$ cat config.mk
export PLATFORM = sky130hd
export DESIGN_NAME = ultrasonic_echo_ranger_core
export DESIGN_NICKNAME = d
export VERILOG_FILES = /design/src/hw/rtl/uer_pkg.sv /design/src/hw/rtl/ultrasonic_echo_ranger_core.sv /design/src/hw/rtl/uer_fsm.sv
export SDC_FILE = /design/constraint.sdc
export NUM_CORES = 1
export LEC_CHECK = 0
export BUFFER_PORTS_ARGS = -buffer_cell sky130_fd_sc_hd__buf_2
export CAP_MARGIN = 10
export CELL_PAD_IN_SITES_DETAIL_PLACEMENT = 1
export CELL_PAD_IN_SITES_GLOBAL_PLACEMENT = 2
export CORE_ASPECT_RATIO = 2
export CORE_MARGIN = 4
export CORE_UTILIZATION = 30
export CTS_BUF_LIST = sky130_fd_sc_hd__clkbuf_16
export DETAILED_ROUTE_END_ITERATION = 7
export GPL_TIMING_DRIVEN = 0
export PLACE_DENSITY_LB_ADDON = 0.1
export SYNTH_ARGS = -nofsm -noshare
export SYNTH_HDL_FRONTEND = slang
export SYNTH_SLANG_ARGS = --single-unit
$ cat constraint.sdc
create_clock -name clk -period 13.45 [get_ports clk]
set_input_delay 1.345 -clock clk [delete_from_list [all_inputs] [get_ports clk]]
set_output_delay 1.345 -clock clk [all_outputs]
set_load 0.03 [all_outputs]
$ cat src/hw/rtl/uer_pkg.sv
// shared types, register indexes and distance arithmetic for the echo ranger
package uer_pkg;

	localparam int unsigned CFG_ADDR_W   = 2;
	localparam int unsigned CFG_DATA_W   = 16;
	localparam int unsigned TRIG_W       = 10;
	localparam int unsigned TMR_W        = 16;
	localparam int unsigned PULSE_OUT_W  = 17;
	localparam int unsigned DIST_W       = 15;
	localparam int unsigned PULSE_MAX_W  = 24;
	localparam int unsigned IN_TDATA_W   = 8;
	localparam int unsigned OUT_TDATA_W  = 40;

	// configuration register indexes
	localparam logic [CFG_ADDR_W-1:0] REG_TRIG_WIDTH = 2'd0;
	localparam logic [CFG_ADDR_W-1:0] REG_IDLE_TMO   = 2'd1;
	localparam logic [CFG_ADDR_W-1:0] REG_RISE_TMO   = 2'd2;
	localparam logic [CFG_ADDR_W-1:0] REG_FALL_TMO   = 2'd3;

	// reset values
	localparam logic [TRIG_W-1:0] TRIG_WIDTH_RST = 10'd60;
	localparam logic [TMR_W-1:0]  IDLE_TMO_RST   = 16'd2000;
	localparam logic [TMR_W-1:0]  RISE_TMO_RST   = 16'd40000;
	localparam logic [TMR_W-1:0]  FALL_TMO_RST   = 16'd40000;

	// measurement status codes
	typedef enum logic [1:0] {
		ST_OK          = 2'd0,
		ST_STUCK_HIGH  = 2'd1,
		ST_NO_RISE     = 2'd2,
		ST_NO_FALL     = 2'd3
	} status_t;

	// pulse widths at or above this give a distance beyond 32767 mm
	localparam logic [PULSE_MAX_W-1:0] DIST_SAT_PULSE = 24'd190052;
	localparam logic [DIST_W-1:0]      DIST_SAT_MM    = 15'h7fff;
	// ceil(2^25 / 29), exact for a 20 bit dividend
	localparam logic [20:0]            RECIP_29       = 21'd1157050;

	typedef struct packed {
		logic                   trig_level;
		logic                   busy_res;
		logic                   done_res;
		status_t                status;
		logic [DIST_W-1:0]      distance_mm;
		logic [PULSE_OUT_W-1:0] pulse_ticks;
	} res_t;

	typedef struct packed {
		logic start_req;
		logic echo_level;
	} item_t;

	typedef struct packed {
		logic [TRIG_W-1:0] trig_width;
		logic [TMR_W-1:0]  idle_tmo;
		logic [TMR_W-1:0]  rise_tmo;
		logic [TMR_W-1:0]  fall_tmo;
	} cfg_t;

	// (p*10+29)/58, saturated; /58 done as halving then reciprocal multiply by 29
	function automatic logic [DIST_W-1:0] dist_mm(input logic [PULSE_MAX_W-1:0] p);
		logic [20:0] num;
		logic [19:0] half;
		logic [40:0] prod;
		num  = 21'(p[17:0]) * 21'd10 + 21'd29;
		half = num[20:1];
		prod = 41'(half) * 41'(RECIP_29);
		if (p >= DIST_SAT_PULSE) begin
			dist_mm = DIST_SAT_MM;
		end else begin
			dist_mm = prod[39:25];
		end
	endfunction

endpackage

$ cat src/hw/rtl/ultrasonic_echo_ranger_core.sv
// top level of the ultrasonic echo ranger: stream ports, config registers, pipeline registers
//
// usage:
//   each input transfer on s_* is one microsecond tick: start_req asks for a
//   measurement, echo_level is the sampled echo pin. every input transfer
//   yields exactly one output transfer on m_* carrying the trigger drive
//   level, busy and done flags, status and, on a successful done tick, the
//   pulse width and the rounded distance in millimetres.
//   configuration goes through cfg_we / cfg_addr / cfg_wdata and is taken at
//   any clock edge with cfg_we high; change it only while no tick is in flight.
//   path: the input transfer lands in the input register, the sequencer
//   logic and distance multiply fill the output register once it is free,
//   and the output register drives m_tvalid and m_tdata until the result
//   transfers. throughput is one tick per cycle while the receiver keeps
//   m_tready high, set by the single pass through the sequencer with no iteration.
//   when the receiver stalls the output register holds its transfer, the
//   input register fills, and s_tready drops; nothing is lost or repeated.
//   reset clears the sequencer to idle, empties both registers and loads the
//   default trigger width and timeouts.
module ultrasonic_echo_ranger_core import uer_pkg::*; #(
	parameter int unsigned PULSE_BITS = 17
) (
	input  logic                   clk,
	input  logic                   arst_n,
	// input ticks
	input  logic                   s_tvalid,
	output logic                   s_tready,
	input  logic [IN_TDATA_W-1:0]  s_tdata,   // [0] start_req, [1] echo_level, [7:2] zero
	// results
	output logic                   m_tvalid,
	input  logic                   m_tready,
	output logic [OUT_TDATA_W-1:0] m_tdata,   // [0] trig_level, [1] busy_res, [2] done_res,
	                                          // [4:3] status, [19:5] distance_mm,
	                                          // [36:20] pulse_ticks, [39:37] zero
	// configuration writes
	input  logic                   cfg_we,
	input  logic [CFG_ADDR_W-1:0]  cfg_addr,
	input  logic [CFG_DATA_W-1:0]  cfg_wdata
);

	cfg_t  cfg_q;
	logic  vld_s1;
	item_t item_s1;
	logic  adv;
	res_t  res;
	res_t  res_q;
	logic  out_vld_q;

	// configuration registers, written by index
	always_ff @(posedge clk or negedge arst_n) begin
		if (!arst_n) begin
			cfg_q.trig_width <= TRIG_WIDTH_RST;
			cfg_q.idle_tmo   <= IDLE_TMO_RST;
			cfg_q.rise_tmo   <= RISE_TMO_RST;
			cfg_q.fall_tmo   <= FALL_TMO_RST;
		end else if (cfg_we) begin
			case (cfg_addr)
				REG_TRIG_WIDTH: cfg_q.trig_width <= cfg_wdata[TRIG_W-1:0];
				REG_IDLE_TMO:   cfg_q.idle_tmo   <= cfg_wdata;
				REG_RISE_TMO:   cfg_q.rise_tmo   <= cfg_wdata;
				REG_FALL_TMO:   cfg_q.fall_tmo   <= cfg_wdata;
				default: ;
			endcase
		end
	end

	// tick moves from the input register into the output register when that is free
	assign adv      = vld_s1 && (!out_vld_q || m_tready);
	assign s_tready = !vld_s1 || adv;

	always_ff @(posedge clk or negedge arst_n) begin
		if (!arst_n) begin
			vld_s1 <= 1'b0;
		end else if (s_tready) begin
			vld_s1 <= s_tvalid;
		end
	end

	// payload register, no reset needed
	always_ff @(posedge clk) begin
		if (s_tready && s_tvalid) begin
			item_s1.start_req  <= s_tdata[0];
			item_s1.echo_level <= s_tdata[1];
		end
	end

	// sequencer advances one tick per transfer into the output register
	uer_fsm #(
		.PULSE_BITS (PULSE_BITS)
	) u_fsm (
		.clk    (clk),
		.arst_n (arst_n),
		.step   (adv),
		.item   (item_s1),
		.cfg    (cfg_q),
		.res    (res)
	);

	always_ff @(posedge clk or negedge arst_n) begin
		if (!arst_n) begin
			out_vld_q <= 1'b0;
		end else if (!out_vld_q || m_tready) begin
			out_vld_q <= vld_s1;
		end
	end

	always_ff @(posedge clk) begin
		if (adv) begin
			res_q <= res;
		end
	end

	assign m_tvalid = out_vld_q;
	assign m_tdata  = {3'b000, res_q.pulse_ticks, res_q.distance_mm, res_q.status,
	                   res_q.done_res, res_q.busy_res, res_q.trig_level};

endmodule

$ cat src/hw/rtl/uer_fsm.sv
// measurement sequencer: phase state, timers and pulse count, one tick per step
module uer_fsm import uer_pkg::*; #(
	parameter int unsigned PULSE_BITS = 17
) (
	input  logic  clk,
	input  logic  arst_n,
	input  logic  step,
	input  item_t item,
	input  cfg_t  cfg,
	output res_t  res
);

	typedef enum logic [6:0] {
		PH_IDLE      = 7'b0000001,
		PH_WAIT_LOW  = 7'b0000010,
		PH_TRIG      = 7'b0000100,
		PH_WAIT_RISE = 7'b0001000,
		PH_WAIT_FALL = 7'b0010000,
		PH_TRIG_DONE = 7'b0100000,
		PH_REPORT    = 7'b1000000
	} phase_t;

	localparam logic [PULSE_BITS-1:0] PULSE_SAT = {PULSE_BITS{1'b1}};

	phase_t                phase_q, phase_d;
	logic [TMR_W-1:0]      tmr_q, tmr_d;
	logic [PULSE_BITS-1:0] pulse_q, pulse_d;
	logic                  rise_q, rise_d;

	logic [TMR_W-1:0]      idle_lim, rise_lim, fall_lim;
	logic [TRIG_W-1:0]     width;
	logic [TMR_W:0]        tmr_inc;
	logic [TMR_W-1:0]      trig_tmr;
	logic [PULSE_BITS-1:0] pulse_inc;
	logic [DIST_W-1:0]     dist_val;
	phase_t                trig_ph;
	logic                  trig_rise;
	logic [PULSE_BITS-1:0] trig_pulse;

	assign idle_lim  = (cfg.idle_tmo == '0) ? TMR_W'(1) : cfg.idle_tmo;
	assign rise_lim  = (cfg.rise_tmo == '0) ? TMR_W'(1) : cfg.rise_tmo;
	assign fall_lim  = (cfg.fall_tmo == '0) ? TMR_W'(1) : cfg.fall_tmo;
	assign width     = (cfg.trig_width == '0) ? TRIG_W'(1) : cfg.trig_width;
	assign tmr_inc   = {1'b0, tmr_q} + 1'b1;
	assign trig_tmr  = tmr_inc[TMR_W-1:0];
	assign pulse_inc = (pulse_q < PULSE_SAT) ? pulse_q + 1'b1 : pulse_q;
	assign dist_val  = dist_mm(PULSE_MAX_W'(pulse_q));

	always_comb begin
		phase_d    = phase_q;
		tmr_d      = tmr_q;
		pulse_d    = pulse_q;
		rise_d     = rise_q;
		trig_ph    = phase_q;
		trig_rise  = rise_q;
		trig_pulse = pulse_q;
		res             = '0;
		res.status      = ST_OK;
		res.busy_res    = 1'b1;
		case (phase_q)
			PH_IDLE: begin
				if (item.start_req) begin
					phase_d = PH_WAIT_LOW;
					tmr_d   = '0;
				end else begin
					res.busy_res = 1'b0;
				end
			end
			PH_WAIT_LOW: begin
				if (!item.echo_level) begin
					phase_d = PH_TRIG;
					tmr_d   = '0;
					rise_d  = 1'b0;
					pulse_d = '0;
				end else if (tmr_inc >= {1'b0, idle_lim}) begin
					res.busy_res = 1'b0;
					res.done_res = 1'b1;
					res.status   = ST_STUCK_HIGH;
					phase_d      = PH_IDLE;
					tmr_d        = '0;
				end else begin
					tmr_d = trig_tmr;
				end
			end
			PH_TRIG, PH_TRIG_DONE: begin
				res.trig_level = 1'b1;
				// capture only while the pulse has not ended
				if (phase_q == PH_TRIG) begin
					if (!rise_q) begin
						if (item.echo_level) begin
							trig_rise  = 1'b1;
							trig_pulse = PULSE_BITS'(1);
						end
					end else if (item.echo_level) begin
						trig_pulse = pulse_inc;
					end else begin
						trig_ph = PH_TRIG_DONE;
					end
				end
				rise_d  = trig_rise;
				pulse_d = trig_pulse;
				if (trig_tmr >= TMR_W'(width)) begin
					tmr_d = '0;
					if (trig_ph == PH_TRIG_DONE) begin
						phase_d = PH_REPORT;
					end else if (trig_rise) begin
						phase_d = PH_WAIT_FALL;
					end else begin
						phase_d = PH_WAIT_RISE;
					end
				end else begin
					tmr_d   = trig_tmr;
					phase_d = trig_ph;
				end
			end
			PH_WAIT_RISE: begin
				if (item.echo_level) begin
					rise_d  = 1'b1;
					pulse_d = PULSE_BITS'(1);
					phase_d = PH_WAIT_FALL;
					tmr_d   = '0;
				end else if (tmr_inc >= {1'b0, rise_lim}) begin
					res.busy_res = 1'b0;
					res.done_res = 1'b1;
					res.status   = ST_NO_RISE;
					phase_d      = PH_IDLE;
					tmr_d        = '0;
				end else begin
					tmr_d = trig_tmr;
				end
			end
			PH_WAIT_FALL: begin
				if (!item.echo_level) begin
					res.busy_res    = 1'b0;
					res.done_res    = 1'b1;
					res.distance_mm = dist_val;
					res.pulse_ticks = PULSE_OUT_W'({{PULSE_MAX_W{1'b0}}, pulse_q});
					phase_d         = PH_IDLE;
					tmr_d           = '0;
				end else begin
					pulse_d = pulse_inc;
					if (tmr_inc >= {1'b0, fall_lim}) begin
						res.busy_res = 1'b0;
						res.done_res = 1'b1;
						res.status   = ST_NO_FALL;
						phase_d      = PH_IDLE;
						tmr_d        = '0;
					end else begin
						tmr_d = trig_tmr;
					end
				end
			end
			PH_REPORT: begin
				res.busy_res    = 1'b0;
				res.done_res    = 1'b1;
				res.distance_mm = dist_val;
				res.pulse_ticks = PULSE_OUT_W'({{PULSE_MAX_W{1'b0}}, pulse_q});
				phase_d         = PH_IDLE;
				tmr_d           = '0;
			end
			default: begin
				res.busy_res = 1'b0;
				phase_d      = PH_IDLE;
				tmr_d        = '0;
			end
		endcase
	end

	always_ff @(posedge clk or negedge arst_n) begin
		if (!arst_n) begin
			phase_q <= PH_IDLE;
			tmr_q   <= '0;
			pulse_q <= '0;
			rise_q  <= 1'b0;
		end else if (step) begin
			phase_q <= phase_d;
			tmr_q   <= tmr_d;
			pulse_q <= pulse_d;
			rise_q  <= rise_d;
		end
	end

endmodule
==> reports/qor.csv <==
metric;value;unit
IO buf count;63;
post-synthesis compound-gate area fraction;0.109;
Clock power frac;0.147;
die area;59200;µm²
Tot GR Track Use;0.187;
setup tns final;0;ns
CP Max Fanout;14;
CP Class;reg2reg;
TritonCTS Buffers;17;
largest family of logic cells by synthesized area;adder cells;
via total after detailed routing;12233;
Detail Placement HPWL;47500;µm
Setup crit end kind;flop;
Placeable Area;54500;µm²
Final Cycle Share;0.856;
antenna cell count;0;
Post-synth EDFFs;39;
Hold Slack;0.498;ns
Adder-Cell Fraction of Synth Area;0.406;
final worst setup slack;1.94;ns
PostCTS Resize Cnt;0;
CTS tree;done;
switching pwr;1.63;mW
Synth area leaders;ha_1 (21%), fa_1 (20%), dfrtp_1 (12%);
Slew headroom;0.133;
area leader, netlist;ha_1;
# DRC;0;
Cell Area, Synth;16500;µm²
DR pass1 iterations;4;
startpoint types;flop;
required time worst endpoint;13.62;ns
Post-CTS Setup Inserts;0;
setup violators final;0;
area delta synth->final;11.4;%
wire per inst;22.4;µm
share of layout cells above drive strength 1;0.117;
Vias/cell;5.01;
mean post-synth cell area;9.95;µm²
register area share after synthesis;0.225;
Reg clk slew, reported paths;0.07;ns
mux contribution to synthesized area;0.0347;
htree depth;4;
Placed Area;17800;µm²
Synth Instances;1662;
Placement Rows;121;
Most used DFF post-synth;dfrtp_1;
first-pass GRT wire length;83100;µm
vias in the first global route;14195;
Peak VDD IR;0.155;mV
Yosys cell types;83;
max-slew violations;0;
Peak Freq;86.9;MHz
Layout Nets;2225;
largest net degree at the start of global routing;52;
Bufs on Longest Clock Path;2;
Clk Tree Root Cell;clkbuf_16;
cell mode on critical path;fa_1;
Design Area, Final;18400;µm²
dpl ws;1.61;ns
Clock Latency Late Sink;0.45;ns
clock skew after layout;0.0155;ns
post-synth top area share;0.210;
Antenna Nets Post-Route;0;
Synth Area in XOR/XNOR;0.0357;
initial DRC count;301;
final WL;54600;µm
Hold/Removal Path Class;reg2reg;
internal power;1.68;mW
Final Hold Fails;0;
Slowest cell on crit path;a221oi_1;
sequential share of power;0.168;
chip height;340;µm
Num Clock Sinks;140;
synth warn;0;
max incr delay on CP;0.88;ns
Slew @ Worst Pin;1.29;ns
simple-gate share of the synthesized area;0.101;
power share of the combinational group;0.685;
CTS Hold Bufs;0;
leak pwr;9.65;nW
Synth Register Bits;140;
Die Wd;174;µm
CP Data Arrival Time;11.68;ns
switching share of power;0.493;
P per Cell Area;180;nW/µm²
# IOs;73;
FFs w/ async S/R, synth;0.721;
unrepaired setup endpoints after global routing;false;
routability congestion estimate;0.850;
antenna violations before repair;0;
Max Cap Viol;0;
minimum clock period;11.51;ns
gr ovfl total;0;
fillcell total;6305;
Starting Density;0.303;
status;finished clean;
## flip-flops by register name (all words and copies together) (netlist names)
| signal | count |
|---|---|
| u_fsm.pulse_q | 17 |
| cfg_q | 58 |
| u_fsm.tmr_q | 16 |
| m_tvalid | 1 |
| u_fsm.phase_q | 7 |
| u_fsm.rise_q | 1 |
| m_tdata | 37 |
| item_s1 | 2 |
| vld_s1 | 1 |
## cells by family (layout without fill, tap and decap cells)
family	after synthesis	in the layout
AO/OA/AOI/OAI	268	268
XOR/XNOR	65	65
buffers and inverters	384	488
multiplexers	51	51
AND/OR/NAND/NOR	314	314
adder cells (fa/ha/maj)	439	439
other	1	3
flip-flops	140	140
## final timing paths
path	slack [ns]	cells after the start	endpoint	startpoint
min reg2reg	0.50	1	m_tvalid	vld_s1
min	0.50	1	m_tvalid	vld_s1
min in group asynchronous	0.74	1	u_fsm.phase_q[3]	arst_n
max reg2reg	1.94	33	m_tdata[19]	u_fsm.pulse_q[0]
max in group asynchronous	11.81	3	cfg_q[50]	arst_n
max	1.94	33	m_tdata[19]	u_fsm.pulse_q[0]
## area by class of cell
class / count / area, µm² / share of cell area
flip-flops and latches: 140 / 3720 / 0.202
clock inverters: 14 / 139 / 0.00754
repair buffers: 72 / 429 / 0.0233
multi-input cells: 1140 / 11400 / 0.618
inverters: 361 / 1360 / 0.0736
clock buffers: 18 / 450 / 0.0244
well taps: 676 / 846 / 0.0459
plain buffers: 23 / 100 / 0.00543
## critical path: cells and delay by family, from the launching register on
kind / cells / cell delay, ns
AO/OA/AOI/OAI: 7 / 2.49
XOR/XNOR: 3 / 1.28
adder cells (fa/ha/maj): 11 / 4.72
buffers and inverters: 3 / 0.37
flip-flops: 1 / 0.66
AND/OR/NAND/NOR: 9 / 1.73
## synthesized netlist by cell type (25+ instances only)
| master | n |
|---|---|
| a21oi_1 | 55 |
| inv_1 | 361 |
| o21ai_0 | 71 |
| nor2_1 | 53 |
| xnor2_1 | 38 |
| ha_1 | 277 |
| nand3_1 | 31 |
| fa_1 | 162 |
| nor3_1 | 25 |
| xor2_1 | 25 |
| nand2_1 | 65 |
| mux2_2 | 50 |
| edfxtp_1 | 39 |
| dfrtp_1 | 80 |
## layout by cell type, fill, tap and decap left out, types with 7 or more instances in the layout
master | Yosys | layout
inv_1 | 361 | 360
ha_1 | 277 | 277
fa_1 | 162 | 162
dfrtp_1 | 80 | 80
o21ai_0 | 71 | 71
buf_2 | 2 | 66
nand2_1 | 65 | 65
a21oi_1 | 55 | 55
nor2_1 | 53 | 53
mux2_2 | 50 | 50
edfxtp_1 | 39 | 39
xnor2_1 | 38 | 36
nand3_1 | 31 | 31
nor3_1 | 25 | 25
xor2_1 | 25 | 25
a21o_1 | 23 | 23
nor4_1 | 23 | 23
dfstp_2 | 21 | 21
o21a_1 | 20 | 20
and2_1 | 19 | 19
clkbuf_1 | 18 | 18
nand4_1 | 18 | 18
a22o_1 | 18 | 18
clkbuf_16 | 0 | 18
nand2b_1 | 17 | 17
and3_1 | 13 | 13
nor2b_1 | 11 | 11
a31oi_1 | 8 | 8
nor3b_1 | 7 | 7
buf_4 | 3 | 7
## routing by layer
metal / vias to the layer above / GRT usage / share of wire
met5: - / 0 / 0
met4: 0 / 0.0717 / 0.040
met3: 60 / 0.0148 / 0.011
met2: 129 / 0.415 / 0.63
met1: 6256 / 0.164 / 0.32
li1: 5788 / - / -
## power by group through the flow
stage | Clock [mW] | Sequential, mW | Combinational, mW
floorplan | 0 | 0.556 | 1.60
global placement | 0 | 0.566 | 2.28
detailed placement | 0 | 0.567 | 2.35
CTS | 0.510 | 0.559 | 2.37
global route | 0.524 | 0.565 | 2.66
finish | 0.488 | 0.556 | 2.27
## through the flow
step / power, mW / utilization / cells
final: 3.31 / 0.338 / 2444
after global routing: 3.74 / 0.338 / 2444
after global placement: 2.85 / 0.325 / 2403
after floorplan: 2.16 / - / 1664
after detailed placement: 2.92 / 0.327 / 2412
after CTS: 3.44 / 0.338 / 2444
(Power assumes the default switching activity.)
